## src/design/wbss_pkg.sv

```systemverilog
// ----------------------------------------------------------------------------
// wbss_pkg
// Types, register map and constants of the wildcard byte signature scanner.
// ----------------------------------------------------------------------------
package wbss_pkg;

	localparam int MAX_PATTERN_BYTES_DEF = 16;
	localparam int POSITION_BITS_DEF     = 32;

	// Number of pattern slots backed by the pattern and care registers.
	localparam int PATTERN_SLOTS = 16;

	localparam int ADDR_W  = 6;
	localparam int DATA_W  = 64;

	localparam int FIFO_DEPTH = 4;
	localparam int PTR_W      = $clog2(FIFO_DEPTH);
	localparam int CNT_W      = $clog2(FIFO_DEPTH + 1);

	localparam logic [7:0] BYTE_ALL  = 8'hFF;
	localparam logic [7:0] BYTE_NONE = 8'h00;

	typedef enum logic [1:0] {
		STATUS_MATCH       = 2'd0,
		STATUS_DONE        = 2'd1,
		STATUS_BAD_PATTERN = 2'd2
	} status_e;

	typedef enum logic [2:0] {
		REG_PATTERN_LOW  = 3'd0,
		REG_PATTERN_HIGH = 3'd1,
		REG_CARE_MASK    = 3'd2,
		REG_PATTERN_LEN  = 3'd3,
		REG_MATCH_OFFSET = 3'd4,
		REG_REGION_BASE  = 3'd5,
		REG_FIND_ALL     = 3'd6
	} reg_idx_e;

	typedef struct packed {
		logic [63:0] pattern_low;
		logic [63:0] pattern_high;
		logic [15:0] care;
		logic [4:0]  length;
		logic [31:0] offset;
		logic [63:0] base;
		logic        find_all;
	} cfg_t;

	typedef struct packed {
		logic        hit;
		logic        good;
		logic [63:0] addr;
	} match_t;

	typedef struct packed {
		status_e     status;
		logic [63:0] addr;
		logic [31:0] count;
		logic        eor;
	} result_t;

	typedef struct packed {
		logic [1:0] cnt;
		result_t    first;
		result_t    second;
	} fifo_push_t;

endpackage

```

## src/design/wbss_match_core.sv

```systemverilog
// ----------------------------------------------------------------------------
// wbss_match_core
// Parallel window compare against the masked pattern and match address add.
// ----------------------------------------------------------------------------
module wbss_match_core
	import wbss_pkg::*;
#(
	parameter int MAX_PATTERN_BYTES = MAX_PATTERN_BYTES_DEF,
	parameter int POSITION_BITS     = POSITION_BITS_DEF,
	localparam int FILL_W = $clog2(MAX_PATTERN_BYTES + 1),
	localparam int IDX_W  = (MAX_PATTERN_BYTES > 1) ? $clog2(MAX_PATTERN_BYTES) : 1
) (
	input  cfg_t                                 cfg,
	input  logic [MAX_PATTERN_BYTES-1:0][7:0]    window,
	input  logic [FILL_W-1:0]                    fill,
	input  logic [POSITION_BITS-1:0]             pos,
	input  logic                                 found,
	output match_t                               res
);

	localparam int SLOTS = (MAX_PATTERN_BYTES > PATTERN_SLOTS) ? MAX_PATTERN_BYTES
	                                                           : PATTERN_SLOTS;
	localparam int PAT_W = SLOTS * 8;

	logic [SLOTS-1:0][7:0]         pat_ext;
	logic [SLOTS-1:0]              care_ext;
	logic [5:0]                    len6;
	logic [MAX_PATTERN_BYTES-1:0]  in_use;
	logic [MAX_PATTERN_BYTES-1:0]  miss;
	logic [POSITION_BITS-1:0]      start;

	// Slots past the register-backed ones read as wildcards.
	assign pat_ext  = PAT_W'({cfg.pattern_high, cfg.pattern_low});
	assign care_ext = SLOTS'(cfg.care);

	always_comb begin
		len6 = {1'b0, cfg.length};
		if (len6 == 6'd0) begin
			len6 = 6'd1;
		end
		if (len6 > 6'(MAX_PATTERN_BYTES)) begin
			len6 = 6'(MAX_PATTERN_BYTES);
		end
	end

	// Pattern byte i lines up with window byte MAX - len + i.
	always_comb begin
		logic [5:0] idx6;
		for (int i = 0; i < MAX_PATTERN_BYTES; i++) begin
			idx6      = 6'(MAX_PATTERN_BYTES) - len6 + 6'(i);
			in_use[i] = (6'(i) < len6);
			miss[i]   = in_use[i] && care_ext[i] &&
			            (window[idx6[IDX_W-1:0]] != pat_ext[i]);
		end
	end

	assign start = pos - POSITION_BITS'(len6 - 6'd1);

	always_comb begin
		res.good = |(care_ext[MAX_PATTERN_BYTES-1:0] & in_use);
		res.hit  = res.good && (6'(fill) >= len6) && (cfg.find_all || !found) && !(|miss);
		res.addr = cfg.base + 64'(start) + {{32{cfg.offset[31]}}, cfg.offset};
	end

endmodule

```

## src/design/wbss_result_fifo.sv

```systemverilog
// ----------------------------------------------------------------------------
// wbss_result_fifo
// Small result queue that takes up to two items per cycle and gives one when head_ready is set.
// ----------------------------------------------------------------------------
module wbss_result_fifo
	import wbss_pkg::*;
(
	input  logic       clk,
	input  logic       arst_n,
	input  fifo_push_t push,
	output logic       room2,
	output result_t    head,
	output logic       head_valid,
	input  logic       head_ready
);

	result_t            mem [FIFO_DEPTH];
	logic [PTR_W-1:0]   wr_ptr_q;
	logic [PTR_W-1:0]   rd_ptr_q;
	logic [CNT_W-1:0]   count_q;
	logic               pop;

	assign head_valid = (count_q != '0);
	assign head       = mem[rd_ptr_q];
	assign pop        = head_valid && head_ready;
	assign room2      = (count_q <= CNT_W'(FIFO_DEPTH - 2));

	always_ff @(posedge clk) begin
		if (push.cnt != 2'd0) begin
			mem[wr_ptr_q] <= push.first;
		end
		if (push.cnt == 2'd2) begin
			mem[wr_ptr_q + PTR_W'(1)] <= push.second;
		end
	end

	always_ff @(posedge clk or negedge arst_n) begin
		if (!arst_n) begin
			wr_ptr_q <= '0;
			rd_ptr_q <= '0;
			count_q  <= '0;
		end else begin
			wr_ptr_q <= wr_ptr_q + PTR_W'(push.cnt);
			rd_ptr_q <= rd_ptr_q + PTR_W'(pop);
			count_q  <= count_q + CNT_W'(push.cnt) - CNT_W'(pop);
		end
	end

endmodule

```

## src/design/wildcard_byte_signature_scan_unit.sv

```systemverilog
// ----------------------------------------------------------------------------
// wildcard_byte_signature_scan_unit: windowed byte pattern search with wildcards
// Path: an accepted item waits in the input stage, then its results go to the result queue.
// Throughput: 1 item per cycle while the 4-entry result queue has room for two; the input stage stalls otherwise.
// Reset: arst_n clears window, position, count and registers (length to 1).
// ----------------------------------------------------------------------------
module wildcard_byte_signature_scan_unit
	import wbss_pkg::*;
#(
	parameter int MAX_PATTERN_BYTES = MAX_PATTERN_BYTES_DEF,
	parameter int POSITION_BITS     = POSITION_BITS_DEF
) (
	input  logic              clk,
	input  logic              arst_n,

	input  logic              psel,
	input  logic              penable,
	input  logic              pwrite,
	input  logic [ADDR_W-1:0] paddr,
	input  logic [DATA_W-1:0] pwdata,
	output logic [DATA_W-1:0] prdata,
	output logic              pready,

	input  logic              in_valid,
	output logic              in_ready,
	input  logic [7:0]        data_byte,
	input  logic              last_byte,

	output logic              out_valid,
	input  logic              out_ready,
	output logic [1:0]        status,
	output logic [63:0]       match_address,
	output logic [31:0]       match_count,
	output logic              end_of_run
);

	localparam int FILL_W = $clog2(MAX_PATTERN_BYTES + 1);

	logic [63:0] pattern_low_q;
	logic [63:0] pattern_high_q;
	logic [15:0] care_q;
	logic [4:0]  length_q;
	logic [31:0] offset_q;
	logic [63:0] base_q;
	logic        find_all_q;
	cfg_t        cfg;
	reg_idx_e    reg_idx;
	logic        cfg_wr;

	logic [7:0]  data_s1;
	logic        last_s1;
	logic        valid_s1;
	logic        s1_go;

	logic [MAX_PATTERN_BYTES-1:0][7:0] window_q;
	logic [MAX_PATTERN_BYTES-1:0][7:0] window_next;
	logic [FILL_W-1:0]                 fill_q;
	logic [FILL_W-1:0]                 fill_next;
	logic [POSITION_BITS-1:0]          pos_q;
	logic                              found_q;
	logic [31:0]                       seen_q;
	logic [31:0]                       seen_next;

	match_t      match;
	fifo_push_t  push;
	result_t     match_r;
	result_t     end_r;
	result_t     head;
	logic        room2;

	// ---------------- configuration port ----------------
	assign pready  = 1'b1;
	assign reg_idx = reg_idx_e'(paddr[5:3]);
	assign cfg_wr  = psel && penable && pwrite;

	always_ff @(posedge clk or negedge arst_n) begin
		if (!arst_n) begin
			pattern_low_q  <= '0;
			pattern_high_q <= '0;
			care_q         <= '0;
			length_q       <= 5'd1;
			offset_q       <= '0;
			base_q         <= '0;
			find_all_q     <= 1'b0;
		end else if (cfg_wr) begin
			unique case (reg_idx)
				REG_PATTERN_LOW:  pattern_low_q  <= pwdata;
				REG_PATTERN_HIGH: pattern_high_q <= pwdata;
				REG_CARE_MASK:    care_q         <= pwdata[15:0];
				REG_PATTERN_LEN:  length_q       <= pwdata[4:0];
				REG_MATCH_OFFSET: offset_q       <= pwdata[31:0];
				REG_REGION_BASE:  base_q         <= pwdata;
				REG_FIND_ALL:     find_all_q     <= pwdata[0];
				default: ;
			endcase
		end
	end

	always_comb begin
		unique case (reg_idx)
			REG_PATTERN_LOW:  prdata = pattern_low_q;
			REG_PATTERN_HIGH: prdata = pattern_high_q;
			REG_CARE_MASK:    prdata = DATA_W'(care_q);
			REG_PATTERN_LEN:  prdata = DATA_W'(length_q);
			REG_MATCH_OFFSET: prdata = DATA_W'(offset_q);
			REG_REGION_BASE:  prdata = base_q;
			REG_FIND_ALL:     prdata = DATA_W'(find_all_q);
			default:          prdata = '0;
		endcase
	end

	assign cfg = '{
		pattern_low:  pattern_low_q,
		pattern_high: pattern_high_q,
		care:         care_q,
		length:       length_q,
		offset:       offset_q,
		base:         base_q,
		find_all:     find_all_q
	};

	// ---------------- input stage ----------------
	assign s1_go    = valid_s1 && room2;
	assign in_ready = !valid_s1 || s1_go;

	always_ff @(posedge clk or negedge arst_n) begin
		if (!arst_n) begin
			valid_s1 <= 1'b0;
		end else if (in_valid && in_ready) begin
			valid_s1 <= 1'b1;
		end else if (s1_go) begin
			valid_s1 <= 1'b0;
		end
	end

	always_ff @(posedge clk) begin
		if (in_valid && in_ready) begin
			data_s1 <= data_byte;
			last_s1 <= last_byte;
		end
	end

	// ---------------- compare stage ----------------
	// Shift the staged byte in as the newest window byte.
	always_comb begin
		for (int k = 0; k < MAX_PATTERN_BYTES - 1; k++) begin
			window_next[k] = window_q[k + 1];
		end
		window_next[MAX_PATTERN_BYTES-1] = data_s1;
	end

	assign fill_next = (fill_q == FILL_W'(MAX_PATTERN_BYTES)) ? fill_q : fill_q + FILL_W'(1);

	wbss_match_core #(
		.MAX_PATTERN_BYTES (MAX_PATTERN_BYTES),
		.POSITION_BITS     (POSITION_BITS)
	) u_core (
		.cfg    (cfg),
		.window (window_next),
		.fill   (fill_next),
		.pos    (pos_q),
		.found  (found_q),
		.res    (match)
	);

	// Count saturates at all ones.
	assign seen_next = (match.hit && (seen_q != '1)) ? seen_q + 32'd1 : seen_q;

	always_comb begin
		match_r.status = STATUS_MATCH;
		match_r.addr   = match.addr;
		match_r.count  = seen_next;
		match_r.eor    = !last_s1;

		end_r.status = match.good ? STATUS_DONE : STATUS_BAD_PATTERN;
		end_r.addr   = '0;
		end_r.count  = match.good ? seen_next : '0;
		end_r.eor    = 1'b1;

		push.cnt    = s1_go ? (2'(match.hit) + 2'(last_s1)) : 2'd0;
		push.first  = match.hit ? match_r : end_r;
		push.second = end_r;
	end

	always_ff @(posedge clk or negedge arst_n) begin
		if (!arst_n) begin
			window_q <= '0;
			fill_q   <= '0;
			pos_q    <= '0;
			found_q  <= 1'b0;
			seen_q   <= '0;
		end else if (s1_go) begin
			if (last_s1) begin
				// Region ends: drop back to the reset window and counters.
				window_q <= '0;
				fill_q   <= '0;
				pos_q    <= '0;
				found_q  <= 1'b0;
				seen_q   <= '0;
			end else begin
				window_q <= window_next;
				fill_q   <= fill_next;
				pos_q    <= pos_q + POSITION_BITS'(1);
				found_q  <= found_q || match.hit;
				seen_q   <= seen_next;
			end
		end
	end

	// ---------------- result queue ----------------
	wbss_result_fifo u_fifo (
		.clk        (clk),
		.arst_n     (arst_n),
		.push       (push),
		.room2      (room2),
		.head       (head),
		.head_valid (out_valid),
		.head_ready (out_ready)
	);

	assign status        = head.status;
	assign match_address = head.addr;
	assign match_count   = head.count;
	assign end_of_run    = head.eor;

endmodule

```

## config.mk

```make
export PLATFORM = sky130hd
export DESIGN_NAME = wildcard_byte_signature_scan_unit
export DESIGN_NICKNAME = d
export VERILOG_FILES = /design/src/design/wbss_pkg.sv /design/src/design/wbss_match_core.sv /design/src/design/wbss_result_fifo.sv /design/src/design/wildcard_byte_signature_scan_unit.sv
export SDC_FILE = /design/constraint.sdc
export NUM_CORES = 2
export LEC_CHECK = 0
export ABC_AREA = 1
export BUFFER_PORTS_ARGS = -buffer_cell sky130_fd_sc_hd__buf_2
export CAP_MARGIN = 20
export CORE_MARGIN = 5
export CORE_UTILIZATION = 40
export DETAILED_ROUTE_END_ITERATION = 10
export PLACE_DENSITY_LB_ADDON = 0.08
export RECOVER_POWER = 50
export SLEW_MARGIN = 20
export SYNTH_ARGS = -nofsm -noshare
export SYNTH_HDL_FRONTEND = slang
export SYNTH_SLANG_ARGS = --single-unit
```

## constraint.sdc

```tcl
create_clock -name clk -period 10.4 [get_ports clk]
set_input_delay 0.52 -clock clk [delete_from_list [all_inputs] [get_ports clk]]
set_output_delay 0.52 -clock clk [all_outputs]
set_load 0.03 [all_outputs]
```

-- Yosys cells after proc, flatten, opt, wreduce, memory -nomap -nowiden
Memories as Yosys holds them, arrays and structs flattened.
Index checks and enable logic that the tools add are counted.
- memories: 1
- flip-flop bits (word level): 453
- bits of input ports: 86
- memory bits (writable): 396
- output and inout port bits: 166
- add/sub/neg operators: 29
- reduce and logical (&&, ||, !) cells: 62
- muxes and demuxes: 52
- equality and inequality tests: 25
- $lt $le $gt $ge: 35
- bitwise logic cells: 1
- memories (name ; words ; bits a word ; read ports ; clocked after memory_dff ; wr ports ; line ; text):
    u_fifo.mem ; 4 ; 99 ; 1 ; 0 ; 2 ; wbss_result_fifo.sv:17 ; result_t mem [FIFO_DEPTH];
- operators with widths (operator ; count):
    8-bit binary-select mux with 4-bit select ; 16
    64-bit case mux with 7 select lines ; 1
    128-bit two-way mux ; 1
    32-bit two-way mux ; 4
    8-bit two-way mux ; 16
    8-bit != test ; 16
    99-bit two-way mux ; 1
    4-bit by 5-bit < comparator with 1-bit output, second input constant ; 16
    32-bit by 1-bit adder with 32-bit output, second input constant ; 2
    64-bit by 32-bit adder with 64-bit output ; 1
    64-bit adder ; 1
    1-bit logical AND ; 41
    4-bit by 5-bit < comparator with 1-bit output, first input constant ; 8
    4-bit adder, second input constant ; 8
    32-bit != test, second input constant ; 1
    16-bit OR reduction ; 2
    32-bit subtractor ; 1
    3-bit by 5-bit < comparator with 1-bit output, first input constant ; 4
    5-bit two-way mux ; 4
    4-bit by 3-bit adder with 4-bit output, second input constant ; 4
    16-bit AND ; 1
    2-bit AND reduction ; 7
    1-bit by 5-bit < comparator with 1-bit output, first input constant ; 2
    2-bit by 5-bit < comparator with 1-bit output, first input constant ; 2
    other kinds (27) ; 44

-- Depth between registers and ports, before layout
- depth after elaboration: 18
- mapped depth: 48
- gate-level depth less buffers: 43

-- Hierarchy
A second synthesis with hierarchy kept.
- cells, all modules: 7818
- area, all modules: 57505.2 sq um
- by module, submodules not included (module ; sequential area each (sq um) ; cells an instance ; instances ; area an instance (sq um)):
    wildcard_byte_signature_scan_unit ; 11207.0 ; 2464 ; 1 ; 20841.2
    wbss_result_fifo ; 12066.6 ; 2091 ; 1 ; 19872.8
    wbss_match_core ; 0.0 ; 3263 ; 1 ; 16791.1

-- Worst setup path before layout
No wires, ideal clock.
- path type: reg2reg
- start point: register length_q[4]
- end point: memory u_fifo.mem[3][98] in the netlist's numbering, data pin
- data required time: 10257 ps
- path slack: 2866 ps
- cell stages (with the launch flop): 36
- period minus slack after synthesis: 7534 ps
- arrival time: 7392 ps
- path through: dfrtp_1 -> buf_4 -> nor2_1 -> inv_2 -> clkbuf_1 -> ha_1 -> inv_1 -> clkbuf_1 -> buf_1 -> ha_1 -> clkbuf_1 -> clkinv_1 -> clkbuf_1 -> nand3_1 -> nand3_1 -> nand3_1 -> nand2_1 -> nand2_1 -> nor2_1 -> nand2_1 -> nand2_1 -> nand2_1 -> nor3_2 -> nand2_2 -> inv_2 -> buf_6 -> ha_1 -> inv_1 -> nor2_1 -> nor2_1 -> nor3_1 -> inv_1 -> nand2_1 -> clkinv_1 -> clkbuf_1 -> nor2_1
- RTL lines (item ; line ; text):
    start: declaration ; wildcard_byte_signature_scan_unit.sv:42 ; logic [4:0] length_q;
    start signal: assignment ; wildcard_byte_signature_scan_unit.sv:90 ; REG_PATTERN_LEN: length_q <= pwdata[4:0];
    end: declaration ; wbss_result_fifo.sv:17 ;

==> summary by stage <==
Run status
The run finished, with violations left. The checks that failed: capacitance limit, slew limit.

Cells and area
Across the whole layout, storage elements account for 0.02067 mm2. The finished layout holds 9111 standard cells, fillers aside. The net count of the finished layout is 7548. The proportion of layout cells with a drive suffix above 1 is 7.525%. The final cell utilization of the core is 44.71%. The fill cell total of the finished layout is 13480. The multi-input gate area in the final layout is 0.02732 mm2. From synthesis to final layout, the design area changed by 11.46%.

Die
The floorplan step set the die height to 369.9 um. The number of top-level pins is 252. The floorplan step set the die width to 369.9 um. The floorplan has 132 rows.

The floorplan die area is 0.1368 mm2. The total core area is 0.1292 mm2. Once the floorplan was initialized, standard cells occupied 40.11% of the core.

Logic synthesis
The fraction of synthesis flops using an asynchronous set or reset pin is 52.30%. The synthesized design contains 145 enable-type register cells. The commonest cells after synthesis are 1928 x sky130_fd_sc_hd__nand2_1, 1033 x sky130_fd_sc_hd__nand3_1, 618 x sky130_fd_sc_hd__nor2_1.

The share of Yosys cell area claimed by the top area cell type is 21.40%. The dominant synthesized flop cell is sky130_fd_sc_hd__dfrtp_1. The area of the mapped netlist is 0.05181 mm2. In the post-synthesis netlist, the biggest area contributors are sky130_fd_sc_hd__dfrtp_1 21%, sky130_fd_sc_hd__nand2_1 14%, sky130_fd_sc_hd__dfxtp_1 10%, sky130_fd_sc_hd__nand3_1 10%, sky130_fd_sc_hd__edfxtp_1 8.4%. Synthesis inferred 849 register bits. In the synthesized netlist, the number of instances is 7208. A synthesized cell averages 7.187 um2. The share of synthesized area occupied by flip-flops and latches is 39.90%.

The number of warnings printed during yosys synthesis is 0. The post-synthesis net count is 7480. The count of cell types in the netlist is 55. The cell type with the highest aggregate area in the netlist is sky130_fd_sc_hd__dfrtp_1. The leading cell type by number of instances after synthesis is sky130_fd_sc_hd__nand2_1.

Placement
The estimated wirelength of the detail-placed design is 164000 um. Prior to clock tree synthesis, the placed netlist has a worst setup slack of 1.629 ns. Counting tap cells, the placed design contains a total of 8901 instances. At the end of routability-driven placement, the weighted congestion stood at 1.018.

Buffers placed on the I/O ports in this run total 247.

Worst setup path
The required time of the critical path is 10.97 ns. STA classifies the critical path endpoint as a register. The depth of the most critical reg-to-reg path is 35.

The start-to-end type of the worst setup path is reg -> reg. The category of the worst setup path launch point is a register. The largest individual stage delay along the critical path comes from the cell sky130_fd_sc_hd__nor2_4. The terminus of the critical flop-to-flop path is u_fifo.mem[2][92]$_SDFFE_PP0P_. The startpoint of the most critical register-to-register path is length_q[4]$_DFFE_PN0P_. The critical-path maximum fanout is 25. The worst setup slack for register-to-register paths is 1.37 ns. The data arrival at the endpoint of the critical path is 9.60 ns. On the worst path, the slowest cell contributes a delay of 0.67 ns.

Among the stages of the critical path, the cell type that occurs most often is sky130_fd_sc_hd__nand2_1.

Clocking
The number of clock buffers inserted by TritonCTS is 101. The clock drives 849 sinks. The clock latency reported for the late side of the worst-skew pair is 0.75 ns. The buffer type at the clock tree root is sky130_fd_sc_hd__clkbuf_16. The clock passes through at most 3 buffers. The number of buffers added for setup after CTS is 0.

The H-tree generated during clock tree synthesis spans 3 levels. The clock transition time at the flip-flop clock pins of the worst setup and hold paths is 0.06 ns. The TritonCTS clock tree is built.

STA
The max-slew violation count is 1069. Setup repair after global routing left no endpoint under its margin. On the final layout, the worst clock skew is 0.05733 ns. The final number of setup-violating endpoints is 0. The timing-limited maximum frequency is 110.8 MHz. Once routing completed, OpenROAD measured the worst setup slack at 1.374 ns.

Setup total negative slack on the finished layout was measured at 0 ns. The headroom to the max-slew limit is -276.2%. The count of endpoints failing hold in the final timing report came to 0. The share of the cycle needed by the critical path after routing is 86.79%. The routed design could run at a clock period as short as 9.026 ns. For the pin with the worst max-slew slack, the measured transition is 5.642 ns.

Min path
The worst hold path class is in -> reg. The path with the worst hold slack has its endpoint at pattern_low_q[26]$_DFFE_PN0P_. The number of cells on the worst hold path is 3. The critical hold path startpoint is pwdata[26].

Drt
Across all layers, the routed design uses 51804 vias. In the routed design, unresolved DRC markers number 0. The average detailed-routed wire length per instance is 24.32 um.

The number of routed nets with antenna violations is 0. The total wirelength of the detailed-routed design is 221600 um. Dividing the detail-routed via count by the number of cells gives 5.686.

Before antenna repair, the detailed router went through 7 iterations. In this run, the number of DRC markers left after iteration 0 of detailed routing was 6275.

Power
The maximum vdd drop is 0.1647 mV. In this run the power density over the cells is 366.0 mW/mm2. The static leakage is 26.68 nW.

Global routing
Summed over all layers, the global routing overflow is 0. The combined global-route utilization of all metal layers is 31.55%. The largest net degree at the start of global routing is 155. The number of antenna violations at the first check in global routing came to 15. The global-route wire length before repair is 323600 um.

The via count of the first global-routing pass was 47429.

Flow run
The tool flagged a number of max-cap violations equal to 18.
sequential cells by signal, indices dropped and copies added, names as in the netlist, 8 cells and up:
signal,flops
u_fifo.mem,396
window_next,120
base_q,64
pattern_high_q,64
pattern_low_q,64
offset_q,32
pos_q,32
seen_q,32
care_q,16
data_s1,8
cells by family after synthesis:
group                      Yosys count  share of synthesized area, %
adders and majority gates          186                         4.999
muxes                               58                         1.261
buffers and inverters              995                         7.579
AOI/OAI and AO/OA                 1209                         13.23
xor gates and xnor gates           125                         2.113
and+or+nand+nor                   3785                         30.91
other                                1                      0.007238
DFF                                849                         39.90
power breakdown:
group / switching [W] / internal (W)
clock network: 0.00156 / 0.00210
logic: 0.00929 / 0.00335
registers: 0.000589 / 0.00425
total: 0.0114 / 0.00969
routing by layer:
metal	vias up	wire length [um]	GRT usage [%]
met4	8	7903	10.06
li1	24329	-	-
met3	306	22830	8.114
met2	2239	91020	45.43
met1	24922	99670	46.07
met5	-	153	0.6410
cell type report:
class                   count  area share, %
diodes                      7        0.03034
clock buffers             150          5.114
clock inverters            39         0.7476
inverters                 626          4.080
multi-input cells        5364          47.31
flip-flops and latches    849          35.80
well taps                1742          3.775
repair buffers            334          3.146
what timing repair did:
item / CTS / global route
gates resized for setup: 0 / 0
hold buffers: 14 / 0
hold endpoints to repair: 111 / 0
worst max-delay path: cells and delay by family, from the launching register on:
| kind | cells | cell delay (ns) |
|---|---|---|
| DFF | 1 | 0.55 |
| and+or+nand+nor | 16 | 3.10 |
| adders and majority gates | 3 | 1.68 |
| AOI/OAI and AO/OA | 11 | 2.25 |
| buffers and inverters | 3 | 0.52 |
| xor gates and xnor gates | 2 | 0.69 |
placed cells by master (no fill, tap or decap), types with 58 or more instances in the layout:
cell type                      n
sky130_fd_sc_hd__nand2_1    1926
sky130_fd_sc_hd__nand3_1    1033
sky130_fd_sc_hd__nor2_1      612
sky130_fd_sc_hd__inv_1       609
sky130_fd_sc_hd__o21ai_0     481
sky130_fd_sc_hd__dfrtp_1     442
sky130_fd_sc_hd__dfxtp_1     260
sky130_fd_sc_hd__a21oi_1     248
sky130_fd_sc_hd__o22ai_1     247
sky130_fd_sc_hd__buf_2       187
sky130_fd_sc_hd__ha_1        150
sky130_fd_sc_hd__edfxtp_1    145
sky130_fd_sc_hd__clkbuf_16   102
sky130_fd_sc_hd__xor2_1      101
sky130_fd_sc_hd__clkbuf_1    100
sky130_fd_sc_hd__o21ai_1      61
sky130_fd_sc_hd__mux2_2       58
per-stage QoR:
stage / total power [W] / hold slack, ns / cell area (um2)
floorplan: 0.01268 / 0.2244 / 51810
global placement: 0.01712 / 0.4311 / 54400
detailed placement: 0.01719 / 0.4342 / 54400
CTS: 0.02091 / 0.001880 / 57930
global route: 0.02246 / 0.04893 / 57730
finish: 0.02114 / 0.05020 / 57740
how the worst max path moves through the flow:
stage | slack (ns) | to | start | depth (start not counted)
after floorplan | 2.87 | u_fifo.mem[3][98]$_DFFE_PP_ | length_q[4]$_DFFE_PN0P_ | 35
after global placement | 1.71 | u_fifo.mem[2][90]$_SDFFE_PP0P_ | length_q[4]$_DFFE_PN0P_ | 35
after detailed placement | 1.63 | u_fifo.mem[0][90]$_SDFFE_PP0P_ | length_q[4]$_DFFE_PN0P_ | 35
after CTS | 1.60 | u_fifo.mem[3][90]$_SDFFE_PP0P_ | length_q[4]$_DFFE_PN0P_ | 35
after global routing | 0.56 | seen_q[28]$_DFFE_PN0P_ | arst_n | 3
final | 1.37 | u_fifo.mem[2][92]$_SDFFE_PP0P_ | length_q[4]$_DFFE_PN0P_ | 35
(Power assumes the default switching activity.)
